<file path="src/hdl/tlbpt_pkg.sv">
`timescale 1ns / 1ps
// shared types and constants for the tlb translate block
// no dependencies

package tlbpt_pkg;

    localparam int VA_W    = 28;
    localparam int PA_W    = 16;
    localparam int AGE_W   = 32;
    localparam int STAMP_W = 64;
    localparam int S_DATA_W = 32;
    localparam int M_DATA_W = 16;
    localparam int M_USER_W = 2;

    typedef enum logic [4:0] {
        ST_IDLE  = 5'b00001,
        ST_LOOK  = 5'b00010,
        ST_FSCAN = 5'b00100,
        ST_PLACE = 5'b01000,
        ST_FIN   = 5'b10000
    } t_state;

    typedef struct packed {
        logic [AGE_W-1:0] age;
        logic             gt;
    } t_age_cmp;

endpackage

</file>
<file path="src/hdl/tlbpt_age_unit.sv">
`timescale 1ns / 1ps
// shared age unit: saturated age from a load stamp, compared with the running best
// depends on tlbpt_pkg

module tlbpt_age_unit (
    input  logic [tlbpt_pkg::STAMP_W-1:0] i_now,
    input  logic [tlbpt_pkg::STAMP_W-1:0] i_stamp,
    input  logic [tlbpt_pkg::AGE_W-1:0]   i_best,
    output tlbpt_pkg::t_age_cmp           o_cmp
);

    logic [tlbpt_pkg::STAMP_W-1:0] diff;

    always_comb begin
        diff = i_now - i_stamp;
        if (|diff[tlbpt_pkg::STAMP_W-1:tlbpt_pkg::AGE_W]) begin
            o_cmp.age = '1;
        end else begin
            o_cmp.age = diff[tlbpt_pkg::AGE_W-1:0];
        end
        o_cmp.gt = (o_cmp.age > i_best);
    end

endmodule

</file>
<file path="config.mk">
export PLATFORM = sky130hd
export DESIGN_NAME = tlbpt_age_unit
export DESIGN_NICKNAME = d
export VERILOG_FILES = /design/src/hdl/tlbpt_pkg.sv /design/src/hdl/tlbpt_age_unit.sv
export SDC_FILE = /design/constraint.sdc
export NUM_CORES = 1
export LEC_CHECK = 0
export BUFFER_PORTS_ARGS = -buffer_cell sky130_fd_sc_hd__buf_2
export CAP_MARGIN = 0
export CORE_ASPECT_RATIO = 0.75
export CORE_MARGIN = 10
export CORE_UTILIZATION = 40
export DETAILED_ROUTE_END_ITERATION = 10
export GPL_TIMING_DRIVEN = 0
export PLACE_DENSITY = 0.77
export REMOVE_ABC_BUFFERS = 1
export SKIP_LAST_GASP = 1
export SYNTH_ARGS = -nofsm -noshare
export SYNTH_HDL_FRONTEND = slang
export SYNTH_SLANG_ARGS = --single-unit
</file>
<file path="constraint.sdc">
create_clock -name vclk -period 7.8
set_input_delay 0.78 -clock vclk [all_inputs]
set_output_delay 0.78 -clock vclk [all_outputs]
set_load 0.02 [all_outputs]
</file>
# --- Yosys cells after proc, flatten, opt, wreduce, memory -nomap -nowiden ---
# Cells that the tools add are included.
word_totals:
  regBits: 0
classes:
  mux: 1
  n_reduce_logical: 1
  n_lt_le_gt_ge: 1
  n_addsub: 1
op_table:
  columns: ["cell", "count"]
  rows:
  - ["$sub A64 B64 Y64", 1]
  - ["$gt A32 B32 Y1", 1]
  - ["$mux W32", 1]
  - ["$reduce_or A32 Y1", 1]

# --- Depth between registers and ports, before layout ---
# Gate-level depths: netlist of the first run.
logic_depth:
  word_depth: 4
  mapped_depth: 27
  ltp_nobuf: 26

# --- Worst setup path after synthesis of the first run ---
# Ideal clock, no wire load.
synth_path:
  kind: "input -> output"
  from: "input port i_stamp[35] (netlist bit)"
  to: "output port o_cmp[0] (netlist bit)"
  required_ns: 7.020
  arrival_time_ns: 6.223
  path_slack_ns: 0.797
  path_stages: 26
  n_path_buf: 1
  cell_sequence: "inv_1 ha_1 buf_6 a21oi_4 o21ai_2 a21oi_4 a211oi_1 or4_1 or4_1 or4_1 nor4_1 nand4_1 nor4b_4 nand3_1 ha_1 nor2b_1 o21a_1 o21a_1 o21a_1 o21a_1 o21a_1 o21a_1 o21ai_0 a21boi_0 o21ai_0 a21oi_1"
synth_rtl:
  columns: ["item", "line", "rtl"]
  rows:
  - ["start, declared", "tlbpt_age_unit.sv:7", "input logic [tlbpt_pkg::STAMP_W-1:0] i_stamp,"]
  - ["end, declared", "tlbpt_age_unit.sv:9", "output tlbpt_pkg::t_age_cmp o_cmp"]

==> results.tsv, run 1 <==
stage	metric	value	unit
logic_synthesis	Syn Inst Count	912	
critical_path	crit path DAT	6.75	ns
layout	final core occ	51.51	%
detailed_routing	DRT iter0 DRCs	706	
critical_path	CP max stage cell	or4_1	
critical_path	critical path peak fanout	12	
sta	final setup fails	0	
worst_hold_path	Hold Crit Start	i_stamp[0]	
logic_synthesis	top cells by area, synth	ha_1 20%, a21oi_1 8.1%, inv_1 6.5%, xor2_1 5.4%, nand3_2 5.0%	
power	worst vdd ir	0.03533	mV
global_route	number of global-route vias before repair	6850	
layout	fraction of layout cells with a size suffix above 1	29.55	%
sta	Hold Fails Final Rpt	0	
layout	diodes inserted	0	
global_route	Tot GR Track Use	20.75	%
sta	Max-slew headroom	58.83	%
logic_synthesis	Syn Area/Cell	6.609	µm²
critical_path	critical path class	input pin to primary output	
run_status	status	finished clean	
placed_design	Inst Count DP	1270	
global_route	largest net degree at the start of global routing	14	
logic_synthesis	top cell type by total area after synthesis	ha_1	
power	Cell Pwr Density	70.93	nW/µm²
global_route	global-route wire length before repair	36410	µm
layout	Clock Buffer Count	0	
critical_path	Critical Path RT	7.02	ns
layout	non-filler cells, final	1283	
layout	sequential cells	0	
worst_hold_path	HP Class	input pin to primary output	
sta	unrepaired setup endpoints after global routing	no	
layout	commonest cells after routing, fill and taps aside	194 x buf_2, 104 x inv_1, 82 x a21oi_1, 74 x nand2_1, 72 x ha_1	
logic_synthesis	share of the yosys chip area belonging to registers	0	%
layout	most common cell after layout, fill and taps aside	buf_2	
detailed_routing	via count	7351	
die	initial core utilization	41.29	%
global_route	initial antenna violation count	0	
die	CORE AREA	14600	µm²
sta	maximum clock rate	0.1327	GHz
sta	crit path time final	7.533	ns
job	Max Cap Viol	0	
logic_synthesis	mapped cell area	6027	µm²
detailed_routing	vias per inst	5.730	
layout	Area Growth Syn to Fin	24.75	%
critical_path	Worst Setup SP	i_stamp[42]	
die	Die Ht	126.3	µm
die	IO Pins	193	
die	chip width	161.7	µm
global_route	GR Overflow Total	0	
power	P_leak	3.427	nW
sta	Worst-Margin Slew	0.6080	ns
critical_path	Worst path max stage delay	0.54	ns
critical_path	Worst path most repeated cell	o21a_1	
logic_synthesis	post-synth top area share	19.72	%
detailed_routing	Routed Antenna Nets	0	
detailed_routing	DRT Pass-1 Iters	6	
critical_path	Startpoint Class	input pin	
detailed_routing	final wirelength	23100	µm
sta	final-report max-slew violation count	0	
die	die footprint	20430	µm²
layout	nets@finish	1341	
die	Site Rows	38	
clocking	Hold Buf Count CTS	0	
logic_synthesis	Yosys warnings	0	
placed_design	Placer Congestion	0.9531	
sta	period utilization	96.58	%
layout	FF+latch area	0	µm²
placed_design	hpwl dp	20030	µm
placed_design	PortBufs	193	
critical_path	Setup crit end kind	primary output	
detailed_routing	routed wire length per instance	18.00	µm
detailed_routing	DRC Markers	0	
logic_synthesis	Distinct cells, synth	70	
cell families (layout without fill, tap and decap cells):
kind of cell / after synthesis / count (layout) / synth area share, %
compound gates: 288 / 288 / 30.75
mux: 3 / 3 / 0.4983
simple gates: 328 / 328 / 30.08
xor+xnor: 49 / 49 / 7.121
fa+ha+maj: 96 / 96 / 20.05
buf+inv: 148 / 319 / 11.50
power by group:
| part | switching, mW | internal (mW) |
|---|---|---|
| clock network | 0 | 0 |
| registers | 0 | 0 |
| logic | 0.321 | 0.212 |
through the flow:
| step | setup TNS [ns] | cell area [µm²] | power (mW) | worst slack, ns | hold slack (ns) |
|---|---|---|---|---|---|
| 6_report | 0 | 7518 | 0.5333 | 0.2670 | 2.009 |
| 5_1_grt | 0 | 7518 | 0.5859 | 0.01160 | 2.053 |
| 4_1_cts | 0 | 7147 | 0.4890 | 0.001426 | 2.005 |
| 3_5_place_dp | -0.2916 | 7023 | 0.4746 | -0.2916 | 2.005 |
| 3_3_place_gp | -213.34 | 6940 | 0.4673 | -8.587 | 2.002 |
| 2_1_floorplan | -118.34 | 5724 | 0.3306 | -6.184 | 1.842 |
layout make-up:
class	instances	area (µm²)
well taps	200	250.2
multi-input cells	764	5720
repair buffers	215	1157
fillers	1484	7078
inverters	104	390.4
cell usage after synthesis, drive strengths merged (3+ instances only):
cell type / n
nor4: 6
a211o: 4
and2: 8
o211ai: 12
and4: 6
a32oi: 3
xnor2: 12
a21oi: 103
clkbuf: 12
nor3: 17
o32a: 3
nand4: 43
and3: 8
inv: 104
a221oi: 3
a22oi: 5
mux2i: 3
buf: 32
or4: 10
xor2: 37
o31ai: 5
a21o: 22
o311ai: 3
ha: 95
nand3: 49
a211oi: 9
or3: 7
nand2b: 11
o21ai: 64
o21a: 16
nor2: 71
a31oi: 6
o21bai: 6
nand2: 77
nor2b: 8
o2111ai: 3
a21boi: 5
what timing repair did:
action,in CTS,in global routing
setup buffers,5,8
setup endpoints to repair,1,1
gates resized for setup,27,59
pin swaps,6,16
metal layers:
metal	GRT usage, %	vias up	wire, µm
met5	0	-	0
met4	0.9610	0	114
met3	4.396	16	2457
met2	29.32	352	9086
met1	32.30	3308	11440
li1	-	3675	-
final timing paths:
check | end | slack, ns | cells after the start
min | o_cmp[1] | 2.01 | 4
max | o_cmp[0] | 0.27 | 30
critical path: cells and delay by family:
family,cells,cell delay (ns)
simple gates,8,2.64
compound gates,14,1.98
buf+inv,6,0.81
fa+ha+maj,2,0.54
Note: power is estimated with default switching activity, not from simulation.
==> run 2: changes to the inputs <==
CORE_UTILIZATION = 30   (was 40)
PLACE_DENSITY = 0.64   (was 0.77)
==> run 2 against run 1 <==
Maximum frequency decreased by 1.3%. Power down 4.1%. Final cell count is 4.4% higher. Design area fell by 2.2%. First-iteration DRC count fell by 25%. Non-clock buffer count rose by 3. Wire length rose by 4.1%. Flip-flop and latch count did not move. Die area rose by 28%. Worst setup slack worse by 0.10 ns. Critical endpoint unchanged. Via count shrank 0.52%.
==> results.tsv, run 2 (synthesized netlist as in run 1, its figures left out) <==
stage	metric	value	unit
placed_design	Inst Count DP	1323	
global_route	largest net degree at the start of global routing	14	
layout	fraction of layout cells with a size suffix above 1	27.72	%
detailed_routing	vias per inst	5.457	
die	die footprint	26220	µm²
detailed_routing	DRT iter0 DRCs	530	
die	Site Rows	44	
sta	Final WS setup	0.1651	ns
layout	FF+latch area	0	µm²
run_status	status	finished clean	
critical_path	critical path peak fanout	13	
placed_design	PortBufs	193	
power	worst vdd ir	0.02637	mV
layout	most common cell after layout, fill and taps aside	buf_2	
sta	Max-slew headroom	39.93	%
die	CORE AREA	19540	µm²
sta	sum of negative setup slack	0	ns
power	Cell Pwr Density	69.52	nW/µm²
worst_hold_path	worst hold stages	4	
sta	final setup fails	0	
detailed_routing	DRC Markers	0	
layout	sequential cells	0	
die	Die Ht	142.8	µm
global_route	GR Overflow Total	0	
layout	Area Growth Syn to Fin	22.03	%
layout	commonest cells after routing, fill and taps aside	196 x buf_2, 104 x inv_1, 86 x a21oi_1, 83 x ha_1, 77 x nand2_1	
critical_path	Setup crit end kind	primary output	
global_route	initial antenna violation count	2	
power	P_leak	3.409	nW
worst_hold_path	Hold Crit Start	i_stamp[0]	
critical_path	Worst Setup SP	i_stamp[37]	
sta	crit path time final	7.635	ns
layout	fill cell count	2136	
placed_design	hpwl dp	20990	µm
critical_path	critical path class	input pin to primary output	
layout	nets@finish	1344	
global_route	number of global-route vias before repair	6913	
placed_design	pre-CTS setup slack	0.02551	ns
layout	Clock Buffer Count	0	
detailed_routing	via count	7313	
die	chip width	183.7	µm
sta	period utilization	97.88	%
global_route	Tot GR Track Use	16.85	%
sta	final-report max-slew violation count	0	
sta	Hold Slack	2.046	ns
die	IO Pins	193	
worst_hold_path	Worst Hold Endpoint	o_cmp[1]	
global_route	global-route wire length before repair	36670	µm
critical_path	crit path DAT	6.85	ns
critical_path	Startpoint Class	input pin	
detailed_routing	final wirelength	24040	µm
worst_hold_path	HP Class	input pin to primary output	
detailed_routing	DRT Pass-1 Iters	6	
power	Overall Power	511.3	µW
layout	non-filler cells, final	1340	
detailed_routing	routed wire length per instance	17.94	µm
die	initial core utilization	30.84	%
job	Max Cap Viol	0	
sta	Worst-Margin Slew	0.8894	ns
sta	maximum clock rate	0.1310	GHz
detailed_routing	Routed Antenna Nets	0	
sta	Hold Fails Final Rpt	0	
placed_design	Placer Congestion	0.9366	
critical_path	Critical Path RT	7.02	ns
run 2: changes by cell type in the layout (fill, tap and decap cells not counted), moves of 3 or more:
cell     previous run  this run
a21oi_2             7        14
nand2_2             3         0
ha_2               14        11
ha_1               72        83
a21oi_1            82        86
nand2_1            74        77
a21oi_4            14         3
ha_4                9         1
run 2: how the worst max path moves through the flow:
stage | to | slack, ns | cells past startpoint
floorplan | o_cmp[0] | -6.18 | 26
global placement | o_cmp[0] | -9.14 | 27
detailed placement | o_cmp[0] | 0.03 | 27
CTS | o_cmp[0] | 0.02 | 27
global route | o_cmp[0] | -0.02 | 27
finish | o_cmp[0] | 0.17 | 28
run 2: metal layers:
layer | track usage [%] | up-vias | routed length, µm
met4 | 0.9466 | 2 | 73
met2 | 24.33 | 290 | 9476
met5 | 0 | - | 13
met3 | 3.346 | 6 | 2194
li1 | - | 3669 | -
met1 | 25.75 | 3346 | 12280
run 2: layout make-up:
class	count	area [µm²]	share of cell area, %
multi-input cells	764	5484	74.57
repair buffers	218	1161	15.79
inverters	104	390.4	5.308
well taps	253	316.6	4.304
diodes	1	2.502	0.03403
run 2: through the flow:
step | instance area [µm²] | utilization, %
after floorplan | 5724 | -
final | 7355 | 37.63
after CTS | 7091 | 36.28
after global placement | 7007 | 35.85
after detailed placement | 7088 | 36.27
after global routing | 7355 | 37.63
run 2: critical path, cell delays in order:
cell and delay (ns):
buf_2 0.09, inv_1 0.05, ha_2 0.35, a21oi_2 0.21, o21ai_2 0.12, a21oi_4 0.24, a211oi_1 0.10, or4_1 0.52
or4_1 0.53, or4_1 0.51, nor4_2 0.32, nand4_1 0.28, nor4b_4 0.33, buf_6 0.20, nand3_1 0.13, ha_1 0.30
nor2b_1 0.13, o21a_1 0.17, o21a_1 0.17, o21a_1 0.16, o21a_1 0.16, o21a_1 0.16, o21a_1 0.16, o21ai_0 0.13
a21boi_0 0.11, o21ai_1 0.16, a21oi_1 0.10, buf_2 0.17
run 2: power breakdown:
| part | internal [mW] | leakage [nW] | switching, mW |
|---|---|---|---|
| clock network | 0.0000000172 | 0.00000634 | 0 |
| logic | 0.196 | 3.41 | 0.315 |
| registers | 0 | 0 | 0 |
| total | 0.196 | 3.41 | 0.315 |
run 2: what timing repair did:
item                       CTS  global route
cloned                       0             0
hold buffers                 0             0
resized for setup            1            35
pin swaps                    0             5
setup endpoints to repair    1             1
setup buffers                0            16
